**src/rtl/core/uart_keyword_detector_unit_macros.svh**
```systemverilog
// Assertion macros for the uart keyword detector.
// Used by uart_keyword_detector_unit; expects clk and arst_n in scope.
`ifndef UART_KEYWORD_DETECTOR_UNIT_MACROS_SVH
`define UART_KEYWORD_DETECTOR_UNIT_MACROS_SVH

// same-cycle implication
`define UKD_ASSERT_IMPL(label, ante, cons, msg) \
	label: assert property (@(posedge clk) disable iff (!arst_n) (ante) |-> (cons)) \
		else $error(msg);

// next-cycle implication
`define UKD_ASSERT_NEXT(label, ante, cons, msg) \
	label: assert property (@(posedge clk) disable iff (!arst_n) (ante) |=> (cons)) \
		else $error(msg);

`endif

```
**src/rtl/core/ukd_pkg.sv**
```systemverilog
// Shared types and constants for the uart keyword detector.
// No dependencies.
package ukd_pkg;

	typedef enum logic [0:0] {
		OP_BYTE  = 1'b0,
		OP_CHECK = 1'b1
	} opcode_t;

	typedef enum logic [0:0] {
		EV_PONG = 1'b0,
		EV_ACK  = 1'b1
	} event_t;

	localparam int PONG_LEN = 4;
	localparam int ACK_LEN  = 3;

	// index 0 is the first character
	localparam logic [PONG_LEN-1:0][7:0] KW_PONG = {8'h67, 8'h6e, 8'h6f, 8'h70};
	localparam logic [ACK_LEN-1:0][7:0]  KW_ACK  = {8'h6b, 8'h63, 8'h61};

	typedef struct packed {
		logic pong;
		logic ack;
	} match_t;

	typedef struct packed {
		logic take_byte;
		logic clear_pos;
	} win_ctl_t;

endpackage

```
**src/rtl/core/uart_keyword_detector_unit.sv**
```systemverilog
// Top level of the uart keyword detector: input register, window, search, result register.
// Depends on ukd_pkg, ukd_window, ukd_match and uart_keyword_detector_unit_macros.svh.
//
// Each request is a received byte or a check. A request is taken into an input
// register; a byte is applied to the window in the following cycle, and a check's
// result is loaded into the output register when the check leaves the input
// register, which a held output register can delay. One request per cycle is
// sustained; in_stall rises only while a check that has a result to post waits
// on a held output register. Checks with an empty window and received bytes give
// no result. The search over the window is combinational, by parallel compares.
module uart_keyword_detector_unit #(
	parameter int WINDOW_BYTES = 16,
	parameter int SHIFT_BYTES  = 8
) (
	input  logic                 clk,
	input  logic                 arst_n,
	input  logic                 in_valid,
	output logic                 in_stall,
	input  ukd_pkg::opcode_t     opcode,
	input  logic [7:0]           rx_byte,
	output logic                 out_valid,
	input  logic                 out_stall,
	output logic                 matched,
	output ukd_pkg::event_t      event_code
);
	import ukd_pkg::*;

`include "uart_keyword_detector_unit_macros.svh"

	logic                         valid_s1;
	opcode_t                      opcode_s1;
	logic [7:0]                   rx_byte_s1;
	logic                         out_valid_q;
	logic                         matched_q;
	event_t                       event_code_q;
	logic [WINDOW_BYTES-1:0][7:0] window;
	logic                         pos_zero;
	match_t                       hits;
	win_ctl_t                     ctl;
	logic                         produces;
	logic                         advance;
	logic                         fire;

	assign produces = valid_s1 && (opcode_s1 == OP_CHECK) && !pos_zero;
	assign advance  = !produces || !out_valid_q || !out_stall;
	assign fire     = produces && advance;
	assign in_stall = valid_s1 && !advance;

	assign ctl.take_byte = valid_s1 && (opcode_s1 == OP_BYTE);
	assign ctl.clear_pos = fire && (hits.pong || hits.ack);

	always_ff @(posedge clk or negedge arst_n) begin
		if (!arst_n) begin
			valid_s1 <= 1'b0;
		end else if (!in_stall) begin
			valid_s1 <= in_valid;
		end
	end

	always_ff @(posedge clk) begin
		if (!in_stall && in_valid) begin
			opcode_s1  <= opcode;
			rx_byte_s1 <= rx_byte;
		end
	end

	always_ff @(posedge clk or negedge arst_n) begin
		if (!arst_n) begin
			out_valid_q <= 1'b0;
		end else if (fire) begin
			out_valid_q <= 1'b1;
		end else if (!out_stall) begin
			out_valid_q <= 1'b0;
		end
	end

	always_ff @(posedge clk) begin
		if (fire) begin
			matched_q    <= hits.pong || hits.ack;
			event_code_q <= (!hits.pong && hits.ack) ? EV_ACK : EV_PONG;
		end
	end

	ukd_window #(
		.WINDOW_BYTES(WINDOW_BYTES),
		.SHIFT_BYTES (SHIFT_BYTES)
	) u_window (
		.clk     (clk),
		.arst_n  (arst_n),
		.ctl     (ctl),
		.rx_byte (rx_byte_s1),
		.window  (window),
		.pos_zero(pos_zero)
	);

	ukd_match #(
		.WINDOW_BYTES(WINDOW_BYTES)
	) u_match (
		.window(window),
		.hits  (hits)
	);

	assign out_valid  = out_valid_q;
	assign matched    = matched_q;
	assign event_code = event_code_q;

	`UKD_ASSERT_IMPL(a_stall_cause, in_stall, valid_s1 && out_valid_q && out_stall, "stall without a held result")
	`UKD_ASSERT_NEXT(a_hit_clears_pos, ctl.clear_pos, pos_zero, "position not cleared after match")
	`UKD_ASSERT_IMPL(a_ack_implies_match, out_valid_q && (event_code_q == EV_ACK), matched_q, "ack code without match")

endmodule

```
**src/rtl/core/ukd_match.sv**
```systemverilog
// Parallel keyword search over the byte window.
// Depends on ukd_pkg.
module ukd_match #(
	parameter int WINDOW_BYTES = 16
) (
	input  logic [WINDOW_BYTES-1:0][7:0] window,
	output ukd_pkg::match_t              hits
);
	import ukd_pkg::*;

	logic [WINDOW_BYTES-PONG_LEN:0] pong_at;
	logic [WINDOW_BYTES-ACK_LEN:0]  ack_at;

	always_comb begin
		for (int s = 0; s <= WINDOW_BYTES - PONG_LEN; s++) begin
			pong_at[s] = 1'b1;
			for (int k = 0; k < PONG_LEN; k++) begin
				if (window[s + k] != KW_PONG[k]) begin
					pong_at[s] = 1'b0;
				end
			end
		end
		for (int s = 0; s <= WINDOW_BYTES - ACK_LEN; s++) begin
			ack_at[s] = 1'b1;
			for (int k = 0; k < ACK_LEN; k++) begin
				if (window[s + k] != KW_ACK[k]) begin
					ack_at[s] = 1'b0;
				end
			end
		end
	end

	assign hits.pong = |pong_at;
	assign hits.ack  = |ack_at;

endmodule

```
**src/rtl/core/ukd_window.sv**
```systemverilog
// Receive window and write position, with clear-on-start and slide-down on full.
// Depends on ukd_pkg.
module ukd_window #(
	parameter int WINDOW_BYTES = 16,
	parameter int SHIFT_BYTES  = 8
) (
	input  logic                         clk,
	input  logic                         arst_n,
	input  ukd_pkg::win_ctl_t            ctl,
	input  logic [7:0]                   rx_byte,
	output logic [WINDOW_BYTES-1:0][7:0] window,
	output logic                         pos_zero
);
	import ukd_pkg::*;

	localparam int POS_W = $clog2(WINDOW_BYTES);
	localparam logic [POS_W:0] POS_FULL = (POS_W + 1)'(WINDOW_BYTES);
	localparam logic [POS_W-1:0] POS_AFTER =
		(SHIFT_BYTES < WINDOW_BYTES) ? POS_W'(WINDOW_BYTES - SHIFT_BYTES) : '0;

	logic [WINDOW_BYTES-1:0][7:0] window_q;
	logic [WINDOW_BYTES-1:0][7:0] base;
	logic [WINDOW_BYTES-1:0][7:0] win_nxt;
	logic [POS_W-1:0]             pos_q;
	logic [POS_W-1:0]             pos_nxt;
	logic [POS_W:0]               pos_inc;

	always_comb begin
		base = (pos_q == '0) ? '0 : window_q;
		for (int i = 0; i < WINDOW_BYTES; i++) begin
			if (pos_q == POS_W'(i)) begin
				base[i] = rx_byte;
			end
		end
		pos_inc = {1'b0, pos_q} + 1'b1;
		win_nxt = base;
		pos_nxt = pos_inc[POS_W-1:0];
		if (pos_inc == POS_FULL) begin
			for (int j = 0; j < WINDOW_BYTES - SHIFT_BYTES; j++) begin
				win_nxt[j] = base[j + SHIFT_BYTES];
			end
			win_nxt[WINDOW_BYTES-1] = '0;
			pos_nxt = POS_AFTER;
		end
	end

	always_ff @(posedge clk or negedge arst_n) begin
		if (!arst_n) begin
			window_q <= '0;
			pos_q    <= '0;
		end else if (ctl.take_byte) begin
			window_q <= win_nxt;
			pos_q    <= pos_nxt;
		end else if (ctl.clear_pos) begin
			pos_q <= '0;
		end
	end

	assign window   = window_q;
	assign pos_zero = (pos_q == '0);

endmodule
```
**config.mk**
```make
export PLATFORM = sky130hd
export DESIGN_NAME = uart_keyword_detector_unit
export DESIGN_NICKNAME = d
export VERILOG_FILES = /design/src/rtl/core/ukd_pkg.sv /design/src/rtl/core/uart_keyword_detector_unit.sv /design/src/rtl/core/ukd_match.sv /design/src/rtl/core/ukd_window.sv
export VERILOG_INCLUDE_DIRS = /design/src /design/src/rtl/core
export SDC_FILE = /design/constraint.sdc
export NUM_CORES = 1
export LEC_CHECK = 0
export BUFFER_PORTS_ARGS = -buffer_cell sky130_fd_sc_hd__buf_2
export CAP_MARGIN = 5
export CORE_ASPECT_RATIO = 1.25
export CORE_UTILIZATION = 40
export CTS_CLUSTER_SIZE = 14
export DETAILED_ROUTE_END_ITERATION = 10
export PLACE_DENSITY = 0.56
export SYNTH_ARGS = -nofsm -noshare
export SYNTH_HDL_FRONTEND = slang
export SYNTH_SLANG_ARGS = --single-unit
```
**constraint.sdc**
```tcl
create_clock -name clk -period 4.81 [get_ports clk]
set_input_delay 0.962 -clock clk [delete_from_list [all_inputs] [get_ports clk]]
set_output_delay 0.962 -clock clk [all_outputs]
set_load 0.02 [all_outputs]
```
==> results of run 1 <==
-- sequential cells by signal, indices dropped and copies added, names as in the netlist --
| register | flops |
|---|---|
| u_window.window | 128 |
| rx_byte_s1 | 8 |
| u_window.pos_q | 4 |
| event_code | 1 |
| matched | 1 |
| opcode_s1 | 1 |
| out_valid | 1 |
| valid_s1 | 1 |
-- critical path: cells and delay by family (launching register included) --
| family | cells | cell delay [ns] |
|---|---|---|
| flops | 1 | 0.95 |
| buf+inv | 1 | 0.20 |
| simple gates | 4 | 0.84 |
-- layer usage --
| metal | track usage [%] | vias to the layer above | routed length (µm) |
|---|---|---|---|
| met3 | 5.34 | 75 | 2030 |
| met2 | 43.5 | 358 | 13100 |
| met5 | 0 | - | 0 |
| met1 | 36.2 | 3657 | 11200 |
| met4 | 12.0 | 0 | 1060 |
| li1 | - | 3285 | - |
-- layout by cell type, fill, tap and decap left out, types with 5 or more instances in the layout --
| cell | instances |
|---|---|
| a21oi_1 | 18 |
| a22o_1 | 63 |
| a22oi_1 | 57 |
| and2_1 | 6 |
| and3_1 | 7 |
| and4b_1 | 7 |
| buf_2 | 15 |
| buf_4 | 6 |
| clkbuf_16 | 17 |
| dfrtp_1 | 134 |
| edfxtp_1 | 11 |
| inv_1 | 15 |
| inv_8 | 5 |
| nand2_1 | 132 |
| nand2b_1 | 5 |
| nand3_1 | 17 |
| nand3b_1 | 13 |
| nand4_1 | 26 |
| nand4b_1 | 16 |
| nand4bb_1 | 10 |
| nor2_1 | 21 |
| nor2b_1 | 12 |
| nor3_1 | 12 |
| nor4_1 | 26 |
| nor4bb_1 | 19 |
| o21ai_0 | 75 |
| o21ai_1 | 12 |
| o22ai_1 | 12 |
| or3b_2 | 5 |
| or4_1 | 10 |
-- power by group through the flow --
stage | clock network [mW] | logic [mW] | registers (mW)
floorplan | 0 | 0.860 | 1.88
global placement | 0 | 0.927 | 2.18
detailed placement | 0 | 0.949 | 2.19
CTS | 1.33 | 0.951 | 2.17
global route | 1.37 | 1.06 | 2.23
finish | 1.31 | 0.954 | 2.20
-- synthesized netlist by cell type, types with 12 or more instances --
library cell | n | area, µm²
dfrtp_1 | 134 | 3350
nand2_1 | 132 | 495
o21ai_0 | 75 | 375
a22o_1 | 63 | 552
a22oi_1 | 57 | 428
clkbuf_1 | 44 | 165
nand4_1 | 26 | 163
nor4_1 | 26 | 163
nor2_1 | 22 | 82.6
nor4bb_1 | 19 | 190
a21oi_1 | 18 | 90.1
nand3_1 | 17 | 85.1
nand4b_1 | 16 | 140
inv_1 | 15 | 56.3
nand3b_1 | 13 | 97.6
nor2b_1 | 13 | 81.3
nor3_1 | 12 | 60.1
o21ai_1 | 12 | 60.1
o22ai_1 | 12 | 75.1
-- final cells by class --
type	count	area, µm²	area share, %
Tap cell	270	338	3.78
Inverter	15	56.3	0.630
Clock buffer	17	425	4.76
Clock inverter	15	161	1.81
Timing Repair Buffer	22	131	1.47
Multi-Input combinational cell	643	4140	46.3
Sequential cell	145	3680	41.2
-- stage by stage --
step	instances	hold WS, ns	utilization, %
6_report	1127	0.493	44.4
3_5_place_dp	1095	0.490	41.5
2_1_floorplan	859	0.455	-
5_1_grt	1127	0.521	44.4
3_3_place_gp	1095	0.473	41.5
4_1_cts	1127	0.502	44.4
-- worst paths after layout --
| check | endpoint | slack, ns | cells past startpoint |
|---|---|---|---|
| min | u_window.window[47]$_DFFE_PN0P_ | 0.49 | 2 |
| max in group asynchronous | u_window.window[47]$_DFFE_PN0P_ | 3.19 | 2 |
| max | in_stall | 1.41 | 5 |
| max reg2reg | u_window.window[41]$_DFFE_PN0P_ | 1.81 | 6 |
| min in group asynchronous | u_window.window[45]$_DFFE_PN0P_ | 0.59 | 1 |
| min reg2reg | u_window.window[47]$_DFFE_PN0P_ | 0.49 | 2 |
-- kinds of logic (layout without fill, tap and decap cells) --
logic type	after synthesis	in the layout	synth area share (%)
and+or+nand+nor	384	384	28.5
buffers and inverters	71	69	4.35
adders and majority gates	4	4	0.612
DFF	145	145	45.1
AOI/OAI and AO/OA	255	255	21.4
==> qor.json, run 1 <==
{
  "status": {"value": "finished clean"},
  "setup_tns": {"value": 0, "unit": "ns"},
  "cts-root-to-sink-buffers": {"value": 2},
  "power_frac_clock": {"value": 29.3, "unit": "%"},
  "layout_setup_ws": {"value": 1.41, "unit": "ns"},
  "dpl.hpwl": {"value": 19600, "unit": "µm"},
  "grt.overflow.total": {"value": 0},
  "power_consumption": {"value": 4.46, "unit": "mW"},
  "critical-path-max-stage-delay": {"value": 0.95, "unit": "ns"},
  "setup_violations": {"value": 0},
  "worst_skew_pair.late_latency": {"value": 0.44, "unit": "ns"},
  "drt-total-wl": {"value": 27300, "unit": "µm"},
  "drive_above_1_share": {"value": 9.68, "unit": "%"},
  "final_min_period_over_clock_period": {"value": 70.6, "unit": "%"},
  "synth-async-reset-ratio": {"value": 92.4, "unit": "%"},
  "die_height": {"value": 162, "unit": "µm"},
  "vias_per_cell": {"value": 6.54},
  "first_iter_violations": {"value": 902},
  "grt_start_max_net_pins": {"value": 97},
  "power_density": {"value": 499, "unit": "nW/µm²"},
  "end_kind": {"value": "output port"},
  "numPortBuffers": {"value": 16},
  "timing.hold.worst.start": {"value": "u_window.window[47]$_DFFE_PN0P_"},
  "io_pins": {"value": 17},
  "num_antenna_cells": {"value": 0},
  "average_routed_wire_per_standard_cell": {"value": 24.2, "unit": "µm"},
  "post_synthesis_cell_area": {"value": 8170, "unit": "µm²"},
  "power.static_leakage": {"value": 3.36, "unit": "nW"},
  "max-slew-margin-rel": {"value": 32.1, "unit": "%"},
  "finalNetCount": {"value": 861},
  "vias": {"value": 7375},
  "critical_path.reg2reg.startpoint": {"value": "u_window.pos_q[2]$_DFFE_PN0P_"},
  "hp-class": {"value": "reg -> reg"},
  "cts-htree-levels": {"value": 4},
  "power.internal": {"value": 2.75, "unit": "mW"},
  "firstDrtPassIters": {"value": 8},
  "synthCells": {"value": 859},
  "postPlaceCellArea": {"value": 8350, "unit": "µm²"},
  "syn-mean-instance-area": {"value": 9.51, "unit": "µm²"},
  "wire_length_of_the_first_global_routing_pass": {"value": 42500, "unit": "µm"},
  "cts_resized": {"value": 0},
  "critical_path.slowest_cell": {"value": "dfrtp_1"},
  "crit_arrival": {"value": 2.44, "unit": "ns"},
  "postCtsHoldBufs": {"value": 0},
  "first_global_vias": {"value": 7072},
  "netSwitchingFraction": {"value": 38.4, "unit": "%"},
  "start_util": {"value": 40.7, "unit": "%"},
  "fmax": {"value": 0.294, "unit": "GHz"},
  "path_cells": {"value": "nor2_1 -> nand2_1 -> nand3_1 -> nor2_1 -> buf_2"},
  "tritoncts": {"value": "done"},
  "peak_vdd_ir": {"value": 0.243, "unit": "mV"},
  "antenna_violating_nets_post_route": {"value": 0},
  "timing_worst_setup_path_type": {"value": "reg -> out"},
  "grt_antenna_before_repair": {"value": 0},
  "final_cell_area": {"value": 8930, "unit": "µm²"},
  "synth-seq-cells": {"value": 145},
  "synthToLayoutAreaGrowth": {"value": 9.32, "unit": "%"},
  "cp-startpoint": {"value": "u_window.pos_q[2]$_DFFE_PN0P_"},
  "final_period_minus_worst_setup_slack": {"value": 3.40, "unit": "ns"},
  "fp.dieW": {"value": 130, "unit": "µm"},
  "design.core.area": {"value": 20100, "unit": "µm²"},
  "std_cell_rows": {"value": 58},
  "tightestPinTransition": {"value": 1.01, "unit": "ns"},
  "cts.sink_count": {"value": 145},
  "flop_pwr_share": {"value": 49.3, "unit": "%"},
  "max_cap_viol_count": {"value": 0},
  "global_route.usage.total": {"value": 27.4, "unit": "%"},
  "cp_common_cell": {"value": "nor2_1"},
  "combinationalPowerShare": {"value": 21.4, "unit": "%"},
  "synth-edff-count": {"value": 11},
  "timing.critical_path.from_type": {"value": "flip-flop"},
  "largest_clock_skew_in_the_final_design": {"value": 0.0133, "unit": "ns"},
  "maxSlewViolCount": {"value": 0},
  "switchingPower": {"value": 1.71, "unit": "mW"},
  "postCtsSetupBuffers": {"value": 0},
  "yosys.cell_types.count": {"value": 62},
  "filler_cell_count": {"value": 1920},
  "route.detailed.drc": {"value": 0},
  "synth_top_flop_cell": {"value": "dfrtp_1"},
  "clock_tree.root_cell": {"value": "clkbuf_16"},
  "clk_pin_slew_worst_paths": {"value": 0.07, "unit": "ns"},
  "path_max_fanout": {"value": 30},
  "globalplace.congestion": {"value": 1.04},
  "cp_data_required_time": {"value": 3.85, "unit": "ns"},
  "yosys_warnings": {"value": 0},
  "synth.net_count": {"value": 876},
  "cts_buffers": {"value": 17},
  "grt_setup_unrepaired": {"value": "false"},
  "die-area": {"value": 21000, "unit": "µm²"},
  "yosysSeqAreaShare": {"value": 45.1, "unit": "%"},
  "dp_worst_setup_slack": {"value": 1.89, "unit": "ns"},
  "hold_vio_cnt_final": {"value": 0}
}
(Power assumes the default switching activity.)
==> inputs of run 2 (changes only) <==
- ABC_AREA: default -> 1
- clock period: 4.81 -> 3.53 ns (I/O delays scaled with it)
==> run 2 against run 1 <==
  * Final cell count up 32%
  * Synthesized cell count up 42%
  * Critical path depth up 3
  * Sequential share of layout area down 2.0 points
  * Clock power up 36%
  * Critical endpoint unchanged
  * Largest cell class unchanged
==> qor.json, run 2 <==
{
  "status": {"value": "finished clean"},
  "max_cap_viol_count": {"value": 0, "change": "unchanged"},
  "firstDrtPassIters": {"value": 6, "change": "-2"},
  "grt_antenna_before_repair": {"value": 0, "change": "unchanged"},
  "synth_top_flop_cell": {"value": "dfrtp_1"},
  "vias_per_cell": {"value": 5.32, "change": "-19%"},
  "path_max_fanout": {"value": 8, "change": "-73%"},
  "vias": {"value": 7948, "change": "+7.8%"},
  "fmax": {"value": 0.355, "unit": "GHz"},
  "cts_resized": {"value": 0, "change": "unchanged"},
  "setup_tns": {"value": 0, "unit": "ns", "change": "unchanged"},
  "final_cell_area": {"value": 9380, "unit": "µm²", "change": "+5.0%"},
  "power.static_leakage": {"value": 4.00, "unit": "nW", "change": "+19%"},
  "timing.critical_path.from_type": {"value": "flip-flop"},
  "final_period_minus_worst_setup_slack": {"value": 2.82, "unit": "ns"},
  "setup_violations": {"value": 0, "change": "unchanged"},
  "numPortBuffers": {"value": 16, "change": "unchanged"},
  "route.detailed.drc": {"value": 0, "change": "unchanged"},
  "synth-edff-count": {"value": 11, "change": "unchanged"},
  "power_density": {"value": 713, "unit": "nW/µm²", "change": "+43%"},
  "final_min_period_over_clock_period": {"value": 79.8, "unit": "%"},
  "first_iter_violations": {"value": 667, "change": "-26%"},
  "yosys_warnings": {"value": 0, "change": "unchanged"},
  "yosysSeqAreaShare": {"value": 43.0, "unit": "%", "change": "-2.1 points"},
  "finalCoreUtilization": {"value": 44.9, "unit": "%", "change": "+0.45 points"},
  "grt_setup_unrepaired": {"value": "false"},
  "largest_register_ffs": {"value": 128, "change": "unchanged"},
  "cts_buffers": {"value": 17, "change": "unchanged"},
  "synth-seq-cells": {"value": 145, "change": "unchanged"},
  "synth.largest_area_cell": {"value": "dfrtp_1"},
  "cts-htree-levels": {"value": 4, "change": "unchanged"},
  "wire_length_of_the_first_global_routing_pass": {"value": 43000, "unit": "µm", "change": "+1.1%"},
  "io_pins": {"value": 17, "change": "unchanged"},
  "yosys.cell_types.count": {"value": 32, "change": "-48%"},
  "clk_pin_slew_worst_paths": {"value": 0.06, "unit": "ns", "change": "about the same"},
  "average_routed_wire_per_standard_cell": {"value": 18.2, "unit": "µm", "change": "-25%"},
  "fp.dieW": {"value": 133, "unit": "µm", "change": "+2.3%"},
  "yosysTopAreaCellShare": {"value": 39.1, "unit": "%", "change": "-1.9 points"},
  "tightestPinTransition": {"value": 1.09, "unit": "ns", "change": "+0.0753 ns"},
  "postCtsSetupBuffers": {"value": 0, "change": "unchanged"},
  "synthToLayoutAreaGrowth": {"value": 9.48, "unit": "%"},
  "hold_vio_cnt_final": {"value": 0, "change": "unchanged"},
  "drt-total-wl": {"value": 27200, "unit": "µm", "change": "-0.38%"},
  "num_antenna_cells": {"value": 0, "change": "unchanged"},
  "end_kind": {"value": "output port"},
  "synthMostInstantiatedCell": {"value": "nand2_1"},
  "grt.overflow.total": {"value": 0, "change": "unchanged"},
  "clock_tree.root_cell": {"value": "clkbuf_16"},
  "post_synthesis_cell_area": {"value": 8570, "unit": "µm²", "change": "+4.8%"},
  "synth-async-reset-ratio": {"value": 92.4, "unit": "%", "change": "unchanged"},
  "first_global_vias": {"value": 7488, "change": "+5.9%"},
  "synth.net_count": {"value": 1236, "change": "+41%"},
  "global_route.usage.total": {"value": 25.9, "unit": "%", "change": "-1.5 points"},
  "dpl.hpwl": {"value": 18800, "unit": "µm", "change": "-4.2%"},
  "finalNetCount": {"value": 1223, "change": "+42%"},
  "syn-mean-instance-area": {"value": 7.03, "unit": "µm²", "change": "-26%"},
  "final_cell_mix": {"value": "319 x nand2_1, 189 x o21ai_0, 145 x nor2_1"},
  "postCtsHoldBufs": {"value": 0, "change": "unchanged"},
  "worst_skew_pair.late_latency": {"value": 0.43, "unit": "ns", "change": "about the same"},
  "cp_data_required_time": {"value": 2.82, "unit": "ns", "change": "-1.03 ns"},
  "die_height": {"value": 166, "unit": "µm", "change": "+2.4%"},
  "cts.sink_count": {"value": 145, "change": "unchanged"},
  "layout.cells.most_common": {"value": "nand2_1"},
  "grt_start_max_net_pins": {"value": 96, "change": "-1.0%"},
  "die-area": {"value": 22000, "unit": "µm²", "change": "+4.8%"},
  "std_cell_rows": {"value": 59, "change": "+1.7%"},
  "synthCells": {"value": 1219, "change": "+42%"},
  "design.core.area": {"value": 20900, "unit": "µm²", "change": "+3.9%"},
  "max-slew-margin-rel": {"value": 27.5, "unit": "%", "change": "-4.6 points"},
  "peak_vdd_ir": {"value": 0.343, "unit": "mV", "change": "+41%"},
  "hp-class": {"value": "in -> async"},
  "postPlaceCellArea": {"value": 8810, "unit": "µm²", "change": "+5.5%"},
  "globalplace.congestion": {"value": 0.934, "change": "-10%"},
  "start_util": {"value": 41.0, "unit": "%", "change": "+0.35 points"},
  "filler_cell_count": {"value": 2149, "change": "+12%"},
  "largest_clock_skew_in_the_final_design": {"value": 0.00935, "unit": "ns", "change": "-0.00390 ns"},
  "tritoncts": {"value": "done"},
  "drive_above_1_share": {"value": 6.15, "unit": "%", "change": "-3.5 points"},
  "synth_commonest_cells": {"value": "319 x nand2_1, 189 x o21ai_0, 145 x nor2_1"},
  "cts-root-to-sink-buffers": {"value": 2, "change": "unchanged"},
  "antenna_violating_nets_post_route": {"value": 0, "change": "unchanged"},
  "crit_arrival": {"value": 2.11, "unit": "ns", "change": "-0.33 ns"},
  "maxSlewViolCount": {"value": 0, "change": "unchanged"},
  "timing_worst_setup_path_type": {"value": "reg -> out"},
  "synthTopCellsByArea": {"value": "dfrtp_1 39%, nand2_1 14%, o21ai_0 11%, nand3_1 6.7%, nor2_1 6.4%"},
  "power_consumption": {"value": 6.69, "unit": "mW", "change": "+50%"}
}
[run 2: changes by cell type in the layout (fill, tap and decap cells not counted), sizes merged, moves of 57 or more]
cell / change
a22oi: -57
inv: +113
nand3: +98
a22o: -64
o21ai: +143
nor2: +128
nand2: +188
[run 2: kinds of logic after synthesis]
family	count (synthesis)	share of synthesized area [%]
and+or+nand+nor	616	30.3
AOI/OAI and AO/OA	264	17.1
buffers and inverters	190	9.07
DFF	145	43.0
adders and majority gates	4	0.584
[run 2: stage by stage]
stage / hold slack [ns] / std cells / setup slack [ns]
2_1_floorplan: 0.410 / 1219 / 1.34
3_3_place_gp: 0.469 / 1461 / 1.04
3_5_place_dp: 0.473 / 1461 / 0.969
4_1_cts: 0.242 / 1493 / 0.708
5_1_grt: 0.268 / 1493 / 0.550
6_report: 0.227 / 1493 / 0.712
[run 2: final cells by class]
type | instances | area, µm² | area share [%]
inverter | 137 | 522 | 5.56
clock buffer | 20 | 437 | 4.66
timing repair buffer | 21 | 149 | 1.59
sequential | 145 | 3680 | 39.3
multi-input combinational | 884 | 4110 | 43.8
tap | 274 | 343 | 3.66
clock inverter | 12 | 134 | 1.43
[run 2: path summary, 6_finish.rpt]
| kind | start | end | slack (ns) | cells after the start |
|---|---|---|---|---|
| worst min-delay path | arst_n | u_window.window[119]$_DFFE_PN0P_ | 0.23 | 1 |
| max in group asynchronous | arst_n | u_window.window[30]$_DFFE_PN0P_ | 2.53 | 2 |
| worst max register to register | u_window.pos_q[0]$_DFFE_PN0P_ | u_window.window[14]$_DFFE_PN0P_ | 0.91 | 9 |
| worst max-delay path | u_window.pos_q[0]$_DFFE_PN0P_ | in_stall | 0.71 | 8 |
| min in group clk | rx_byte[7] | rx_byte_s1[7]$_DFFE_PP_ | 0.44 | 1 |
| worst min register to register | u_window.window[22]$_DFFE_PN0P_ | u_window.window[22]$_DFFE_PN0P_ | 0.49 | 2 |
[run 2: worst max-delay path: stages (launching register included)]
cell,delay [ns]
dfrtp_1,0.40
inv_1,0.12
ha_1,0.28
inv_1,0.23
nor2_8,0.10
nor2_1,0.12
inv_1,0.08
nor2_1,0.16
buf_2,0.20
[run 2: report_power, final]
group          internal (mW)  switching [mW]  total, mW
clock                   1.04           0.738       1.78
combinational          0.634            1.46       2.09
sequential              2.22           0.597       2.82
total                   3.90            2.79       6.69
[run 2: layer usage]
layer | part of all wire [%] | track usage (%) | vias up
met1 | 43 | 33.1 | 3703
met3 | 5.1 | 4.19 | 66
met2 | 47 | 41.3 | 221
met4 | 5.1 | 14.9 | 0
li1 | - | - | 3958
met5 | 0 | 0 | -
